$ cat config.mk
export PLATFORM = sky130hd
export DESIGN_NAME = postfix_expression_evaluator_core
export DESIGN_NICKNAME = d
export VERILOG_FILES = /design/src/rtl/pfe_pkg.sv /design/src/rtl/pfe_ram.sv /design/src/rtl/pfe_div.sv /design/src/rtl/postfix_expression_evaluator_core.sv
export SDC_FILE = /design/constraint.sdc
export NUM_CORES = 2
export LEC_CHECK = 0
export BUFFER_PORTS_ARGS = -buffer_cell sky130_fd_sc_hd__clkbuf_2
export CAP_MARGIN = 20
export CORE_UTILIZATION = 45
export DETAILED_ROUTE_END_ITERATION = 10
export REMOVE_ABC_BUFFERS = 1
export SYNTH_ARGS = -nofsm -noshare
export SYNTH_HDL_FRONTEND = slang
export SYNTH_SLANG_ARGS = --single-unit
$ cat constraint.sdc
create_clock -name clk -period 7.8 [get_ports clk]
set_input_delay 0.78 -clock clk [delete_from_list [all_inputs] [get_ports clk]]
set_output_delay 0.78 -clock clk [all_outputs]
set_load 0.01 [all_outputs]
$ cat src/rtl/pfe_pkg.sv
// Shared types, character codes, status codes and sequencer states of the postfix evaluator.
package pfe_pkg;

  localparam int DATA_W = 32;
  localparam int SYM_W  = 8;
  localparam int STAT_W = 3;

  typedef logic [DATA_W-1:0] word_t;
  typedef logic [SYM_W-1:0]  sym_t;
  typedef logic [STAT_W-1:0] status_t;

  localparam status_t ST_OK        = 3'd0;
  localparam status_t ST_OVERFLOW  = 3'd1;
  localparam status_t ST_UNDERFLOW = 3'd2;
  localparam status_t ST_DIVZERO   = 3'd3;
  localparam status_t ST_INVALID   = 3'd4;

  localparam sym_t CH_0   = 8'h30;
  localparam sym_t CH_9   = 8'h39;
  localparam sym_t CH_ADD = 8'h2B;
  localparam sym_t CH_SUB = 8'h2D;
  localparam sym_t CH_MUL = 8'h2A;
  localparam sym_t CH_DIV = 8'h2F;

  typedef enum logic [3:0] {
    S_IDLE,
    S_EXEC,
    S_RD_LHS,
    S_LD_LHS,
    S_CALC,
    S_DIV,
    S_WB,
    S_FIN,
    S_RD_TOP,
    S_EMIT
  } state_t;

endpackage

$ cat src/rtl/pfe_ram.sv
// Generic single-write, single-read RAM with registered read data.
module pfe_ram #(
  parameter int WIDTH = 32,
  parameter int DEPTH = 64
) (
  input  logic                     clk,
  input  logic                     we,
  input  logic [$clog2(DEPTH)-1:0] waddr,
  input  logic [WIDTH-1:0]         wdata,
  input  logic [$clog2(DEPTH)-1:0] raddr,
  output logic [WIDTH-1:0]         rdata
);

  logic [WIDTH-1:0] mem [DEPTH];

  always_ff @(posedge clk) begin
    if (we) begin
      mem[waddr] <= wdata;
    end
    rdata <= mem[raddr];
  end

endmodule

$ cat src/rtl/pfe_div.sv
// Iterative signed divider: one quotient bit a cycle, truncation toward zero.
module pfe_div import pfe_pkg::*; (
  input  logic  clk,
  input  logic  rst,
  input  logic  start,
  input  word_t dividend,
  input  word_t divisor,
  output logic  done,
  output word_t quotient
);

  localparam int CW = $clog2(DATA_W);

  logic              busy;
  logic              fix;
  logic [CW-1:0]     cnt;
  logic [DATA_W:0]   rem;
  word_t             quo;
  word_t             dvs;
  logic              neg;
  logic [DATA_W:0]   shifted;
  logic [DATA_W:0]   trial;

  assign shifted = {rem[DATA_W-1:0], quo[DATA_W-1]};
  assign trial   = shifted - {1'b0, dvs};

  always_ff @(posedge clk) begin
    if (rst) begin
      busy <= 1'b0;
      fix  <= 1'b0;
      done <= 1'b0;
    end else begin
      done <= fix;
      fix  <= busy && (cnt == '0);
      if (start) begin
        busy <= 1'b1;
      end else if (busy && (cnt == '0)) begin
        busy <= 1'b0;
      end
    end
  end

  always_ff @(posedge clk) begin
    if (start) begin
      quo <= dividend[DATA_W-1] ? (word_t'(0) - dividend) : dividend;
      dvs <= divisor[DATA_W-1] ? (word_t'(0) - divisor) : divisor;
      neg <= dividend[DATA_W-1] ^ divisor[DATA_W-1];
      rem <= '0;
      cnt <= CW'(DATA_W - 1);
    end else if (busy) begin
      // restore when the trial subtract goes negative
      if (!trial[DATA_W]) begin
        rem <= trial;
        quo <= {quo[DATA_W-2:0], 1'b1};
      end else begin
        rem <= shifted;
        quo <= {quo[DATA_W-2:0], 1'b0};
      end
      cnt <= cnt - CW'(1);
    end
    if (fix) begin
      quotient <= neg ? (word_t'(0) - quo) : quo;
    end
  end

endmodule

$ cat src/rtl/postfix_expression_evaluator_core.sv
// Postfix expression evaluator top level: sequencer, operand stack RAM and ALU.
//
// Takes one ASCII character per word on the item channel: a digit pushes 0-9, an
// operator + - * / pops two operands and pushes the 32-bit result (wrapping; division
// truncates toward zero). The word flagged last also emits the top of the stack and
// a sticky status (0 ok, 1 overflow, 2 underflow, 3 divide by zero, 4 invalid
// character) on the result channel, then clears the stack and status. Items are
// handled one at a time; the operand stack lives in a one-read-port RAM, so an
// operator reads its two operands in successive cycles. A digit or invalid character
// passes through S_EXEC and S_FIN; + - * also read both operands, compute and write
// back, and / waits in S_DIV on the 32-step restoring divider and its sign fixup. The
// last word then reads the top of a non-empty stack and loads the result; a waiting
// result does not block new items unless another result is ready to replace it.
module postfix_expression_evaluator_core import pfe_pkg::*; #(
  parameter int STACK_DEPTH = 64
) (
  input  logic                clk,
  input  logic                rst,
  input  logic                item_valid,
  output logic                item_ready,
  input  logic [SYM_W-1:0]    symbol,
  input  logic                last,
  output logic                result_valid,
  input  logic                result_ready,
  output logic signed [DATA_W-1:0] value,
  output logic [STAT_W-1:0]   status
);

  localparam int AW    = $clog2(STACK_DEPTH);
  localparam int CNT_W = $clog2(STACK_DEPTH + 1);

  state_t            state;
  state_t            state_next;
  logic [CNT_W-1:0]  count;
  status_t           err;
  sym_t              sym_r;
  logic              last_r;
  word_t             lhs;
  word_t             rhs;
  word_t             res;
  word_t             top;

  logic              ram_we;
  logic [AW-1:0]     ram_waddr;
  word_t             ram_wdata;
  logic [AW-1:0]     ram_raddr;
  word_t             ram_rdata;

  logic              div_start;
  logic              div_done;
  word_t             div_q;

  logic              flag;
  status_t           flag_code;

  logic              is_digit;
  logic              is_op;
  logic              full;
  logic              short;
  logic              out_free;
  logic [CNT_W-1:0]  idx_m1;
  logic [CNT_W-1:0]  idx_m2;

  assign is_digit = sym_r inside {[CH_0:CH_9]};
  assign is_op    = sym_r inside {CH_ADD, CH_SUB, CH_MUL, CH_DIV};
  assign full     = (count == CNT_W'(STACK_DEPTH));
  assign short    = (count < CNT_W'(2));
  assign out_free = !result_valid || result_ready;
  assign idx_m1   = count - CNT_W'(1);
  assign idx_m2   = count - CNT_W'(2);

  pfe_ram #(
    .WIDTH (DATA_W),
    .DEPTH (STACK_DEPTH)
  ) u_stack (
    .clk   (clk),
    .we    (ram_we),
    .waddr (ram_waddr),
    .wdata (ram_wdata),
    .raddr (ram_raddr),
    .rdata (ram_rdata)
  );

  pfe_div u_div (
    .clk      (clk),
    .rst      (rst),
    .start    (div_start),
    .dividend (lhs),
    .divisor  (rhs),
    .done     (div_done),
    .quotient (div_q)
  );

  // next state
  always_comb begin
    state_next = state;
    case (state)
      S_IDLE:   if (item_valid) state_next = S_EXEC;
      S_EXEC: begin
        if (is_op && !short) state_next = S_RD_LHS;
        else state_next = S_FIN;
      end
      S_RD_LHS: state_next = S_LD_LHS;
      S_LD_LHS: state_next = S_CALC;
      S_CALC: begin
        if (sym_r == CH_DIV) state_next = (rhs == '0) ? S_FIN : S_DIV;
        else state_next = S_WB;
      end
      S_DIV:    if (div_done) state_next = S_WB;
      S_WB:     state_next = S_FIN;
      S_FIN: begin
        if (!last_r) state_next = S_IDLE;
        else if (count == '0) state_next = S_EMIT;
        else state_next = S_RD_TOP;
      end
      S_RD_TOP: state_next = S_EMIT;
      S_EMIT:   if (out_free) state_next = S_IDLE;
      default:  state_next = S_IDLE;
    endcase
  end

  // outputs of the sequencer
  always_comb begin
    item_ready = 1'b0;
    ram_we     = 1'b0;
    ram_waddr  = count[AW-1:0];
    ram_wdata  = DATA_W'(sym_r - CH_0);
    ram_raddr  = idx_m1[AW-1:0];
    div_start  = 1'b0;
    flag       = 1'b0;
    flag_code  = ST_OK;
    case (state)
      S_IDLE: item_ready = 1'b1;
      S_EXEC: begin
        if (is_digit) begin
          if (full) begin
            flag      = 1'b1;
            flag_code = ST_OVERFLOW;
          end else begin
            ram_we = 1'b1;
          end
        end else if (!is_op) begin
          flag      = 1'b1;
          flag_code = ST_INVALID;
        end else if (short) begin
          flag      = 1'b1;
          flag_code = ST_UNDERFLOW;
        end
      end
      S_RD_LHS: ram_raddr = idx_m2[AW-1:0];
      S_CALC: begin
        if (sym_r == CH_DIV) begin
          if (rhs == '0) begin
            flag      = 1'b1;
            flag_code = ST_DIVZERO;
          end else begin
            div_start = 1'b1;
          end
        end
      end
      S_WB: begin
        ram_we    = 1'b1;
        ram_waddr = idx_m2[AW-1:0];
        ram_wdata = res;
      end
      S_FIN: begin
        if (last_r && (count == '0)) begin
          flag      = 1'b1;
          flag_code = ST_UNDERFLOW;
        end
      end
      default: ;
    endcase
  end

  always_ff @(posedge clk) begin
    if (rst) begin
      state        <= S_IDLE;
      count        <= '0;
      err          <= ST_OK;
      result_valid <= 1'b0;
    end else begin
      state <= state_next;
      if (flag && (err == ST_OK)) begin
        err <= flag_code;
      end
      if (state == S_EXEC && is_digit && !full) begin
        count <= count + CNT_W'(1);
      end else if (state == S_WB) begin
        count <= idx_m1;
      end
      if (state == S_EMIT && out_free) begin
        result_valid <= 1'b1;
        count        <= '0;
        err          <= ST_OK;
      end else if (result_ready) begin
        result_valid <= 1'b0;
      end
    end
  end

  always_ff @(posedge clk) begin
    if (item_valid && item_ready) begin
      sym_r  <= symbol;
      last_r <= last;
    end
    if (state == S_RD_LHS) rhs <= ram_rdata;
    if (state == S_LD_LHS) lhs <= ram_rdata;
    case (state)
      S_CALC: begin
        if (sym_r == CH_ADD) res <= lhs + rhs;
        else if (sym_r == CH_SUB) res <= lhs - rhs;
        else res <= lhs * rhs;
      end
      S_DIV:    if (div_done) res <= div_q;
      S_FIN:    top <= '0;
      S_RD_TOP: top <= ram_rdata;
      default: ;
    endcase
    if (state == S_EMIT && out_free) begin
      value  <= top;
      status <= err;
    end
  end

  // both operands sit in their registers by S_CALC, where the divider takes them
  a_count_bound: assert property (@(posedge clk) disable iff (rst)
    count <= CNT_W'(STACK_DEPTH))
    else $error("stack count beyond depth");

  a_clear_on_emit: assert property (@(posedge clk) disable iff (rst)
    $rose(result_valid) |-> (count == '0) && (err == ST_OK))
    else $error("stack or status not cleared after result");

  a_div_nonzero: assert property (@(posedge clk) disable iff (rst)
    div_start |-> (rhs != '0) && (sym_r == CH_DIV))
    else $error("divider started with zero divisor");

  a_status_range: assert property (@(posedge clk) disable iff (rst)
    (state == S_EMIT && out_free) |=> (status <= ST_INVALID) && result_valid)
    else $error("bad result status");

endmodule
==> reports/qor.txt <==
Tcrit/Tclk final -> 97.7%
Final ANT Viol Nets -> 0
CTS clk-pin slew, worst paths -> 0.06 ns
Nets -> 8249
GR Util All Layers -> 25.9%
Post-CTS Hold Buffers -> 0
Crit path launch -> rhs[2]
Status -> complete, no violations
CP max stage cell -> edfxtp_1
Fmax -> 131 MHz
Share of layout cells above drive strength 1 -> 18.4%
CP dominant cell by count -> fa_1
Largest Register -> u_stack.mem
Die Y -> 507 um
Layout Area Growth over Synthesis -> 13.0%
R2r setup slk -> 0.18 ns
H-tree Lvls -> 5
Ys async rst share -> 0%
Boundary Pins -> 50
Die area -> 0.257 mm2
Max cap viols -> 0
Initial antenna violation count -> 20
Reg2reg start -> rhs[2]
Synth area leaders -> edfxtp_1 61%, mux4_2 10%, fa_1 7.2%, ha_1 2.5%, and2_1 2.1%
Clock sinks -> 2404
Endpoint class of the critical path -> flop
Via-per-instance ratio -> 5.96
Place WS -> 0.112 ns
Share of the synthesized area in the top cell type -> 60.7%
Critical path class -> reg -> reg
DR WL/cell -> 29.6 um
Post-synthesis cell type count -> 81
CP arrival -> 8.30 ns
Final setup fails -> 0
CTS tree -> yes
Mapped Area -> 0.115 mm2
# port buffers -> 49
Worst skew pair latency -> 0.93 ns
Hold path cells -> 1
Cell area after layout -> 0.130 mm2
Via count -> 66545
Worst Path Max Fanout -> 10
Clock Path Buffers -> 4
Post-Syn Area per Cell -> 15.5 um2
Clock root cell -> clkbuf_16
Area after DPL -> 0.121 mm2
First-pass GRT wire length -> 480000 um
Seq/Total Area, Yosys -> 62.2%
DRC violations left -> 0
Data required, critical path -> 8.48 ns
CP top delay family -> adder cells
Final hold vios -> 0
FILL cells -> 20810
Total Wirelength -> 331000 um
FP Rows -> 184
HPWL after DPL -> 211000 um
Min-Delay Path Class -> in -> reg
GRT overflow -> 0
Core area -> 0.252 mm2
Slowest stage delay, CP -> 0.56 ns
YS warnings -> 0
Largest register FFs -> 2048
Setup TNS -> 0 ns
Commonest non-fill, non-tap cells in the layout -> 2317 x edfxtp_1, 606 x nand2_1, 520 x mux4_2
Hold-critical path endpoint -> last_r
CP Launch Type -> flop
Min setup slack post-route -> 0.176 ns
Synth Flop Type -> edfxtp_1
Worst Skew -> 0.0755 ns
Min Tclk post-route -> 7.62 ns
Fin. max-slew vios -> 0
R2R Path End -> res[30]
Starting density of the core -> 45.4%
Post-synthesis cell count -> 7381
Reg2Reg Depth -> 22
Commonest non-fill, non-tap cell in the layout -> edfxtp_1
Largest net degree at the start of global routing -> 116
WP buf/inv -> 3
Synth area leader -> edfxtp_1
Worst-Margin Slew -> 1.21 ns
CTS Buf Count -> 275
RSZ-0062 raised after global routing -> true
Die width -> 507 um
EDFF count, synth -> 2317
Synthesis-stage register bit count -> 2404
Crit-path cells -> and2_1 > fa_1 > inv_1 > fa_1 > fa_1 > fa_1 > inv_1 > fa_1 > fa_1 > fa_1 > fa_1 > ha_1 > buf_4 > nand4_1 > or2_2 > o311a_1 > o211ai_1 > a21o_1 > a21oi_1 > xnor2_1 > o211ai_1 > o31ai_1
DRT Pass-1 Iters -> 6
Number of global-route vias before repair -> 67490
Hold Startpoint -> last
GPL Wtd Cong -> 0.935
Initial DRC Count -> 7461
Max-slew headroom -> 19.1%
-- through the flow --
step / std cells / util, % / hold WS, ns
after floorplan: 6937 / - / 0.400
after global placement: 10641 / 47.8 / 0.403
after detailed placement: 10645 / 47.8 / 0.405
after CTS: 11117 / 51.2 / 0.0351
after global routing: 11144 / 51.3 / 0.0486
final: 11157 / 51.3 / 0.0864
-- layer usage --
layer / track usage (%) / wire length (um)
met1: 36.1 / 138000
met4: 7.50 / 9970
met5: 0 / 27
met3: 4.63 / 24400
met2: 41.7 / 158000
-- area by class of cell --
class,instances,area (um2),share of cell area [%]
diodes,18,45.0,0.0348
clock buffers,359,7540,5.82
clock inverters,112,951,0.734
inverters,497,1870,1.44
multi-input cells,4036,40500,31.2
flip-flops and latches,2404,71300,55.1
well taps,3348,4190,3.23
repair buffers,383,3150,2.43
-- worst max path at each step --
stage | cells past startpoint | slack, ns | to
global placement | 22 | 0.22 | res[30]
CTS | 21 | 0.02 | res[30]
finish | 22 | 0.18 | res[30]
floorplan | 8 | -43.49 | u_stack.rdata[0]
detailed placement | 21 | 0.11 | res[30]
global route | 24 | -0.01 | res[30]
-- logic make-up after synthesis --
| logic type | share of synthesized area, % |
|---|---|
| AOI/OAI and AO/OA | 5.83 |
| xor gates and xnor gates | 1.76 |
| adders and majority gates | 9.67 |
| buffers and inverters | 3.18 |
| DFF | 62.2 |
| muxes | 10.6 |
| and+or+nand+nor | 6.76 |
-- synthesized netlist by cell type, types with 12 or more instances --
master,n
mux2i_1,41
a211oi_1,169
a311oi_1,52
o21bai_1,13
or3_1,29
nor2_1,261
nor4_1,25
inv_1,493
nand2b_1,34
o211ai_1,15
a21oi_1,223
a221oi_1,12
edfxtp_1,2317
ha_1,228
nand4_1,39
clkbuf_1,347
nand2_1,634
or2_2,15
o21a_1,20
o31ai_1,57
buf_1,33
a31oi_1,105
buf_2,60
o21ai_0,152
o21ai_1,19
a21o_1,44
o41ai_1,15
fa_1,411
o22ai_1,18
and2_1,393
dfxtp_1,87
nor3_1,38
xor2_1,61
nand3_1,33
nor2b_1,51
xnor2_1,169
mux4_2,520
-- repair_timing --
| action | CTS | global route |
|---|---|---|
| setup buffers | 1 | 16 |
| endpoints found under the setup margin | 1 | 5 |
| pin swaps | 0 | 3 |
| resized for setup | 0 | 14 |
Power is not shown: default switching activity piles up to over one toggle a cycle in this logic, so the estimate is an artifact.
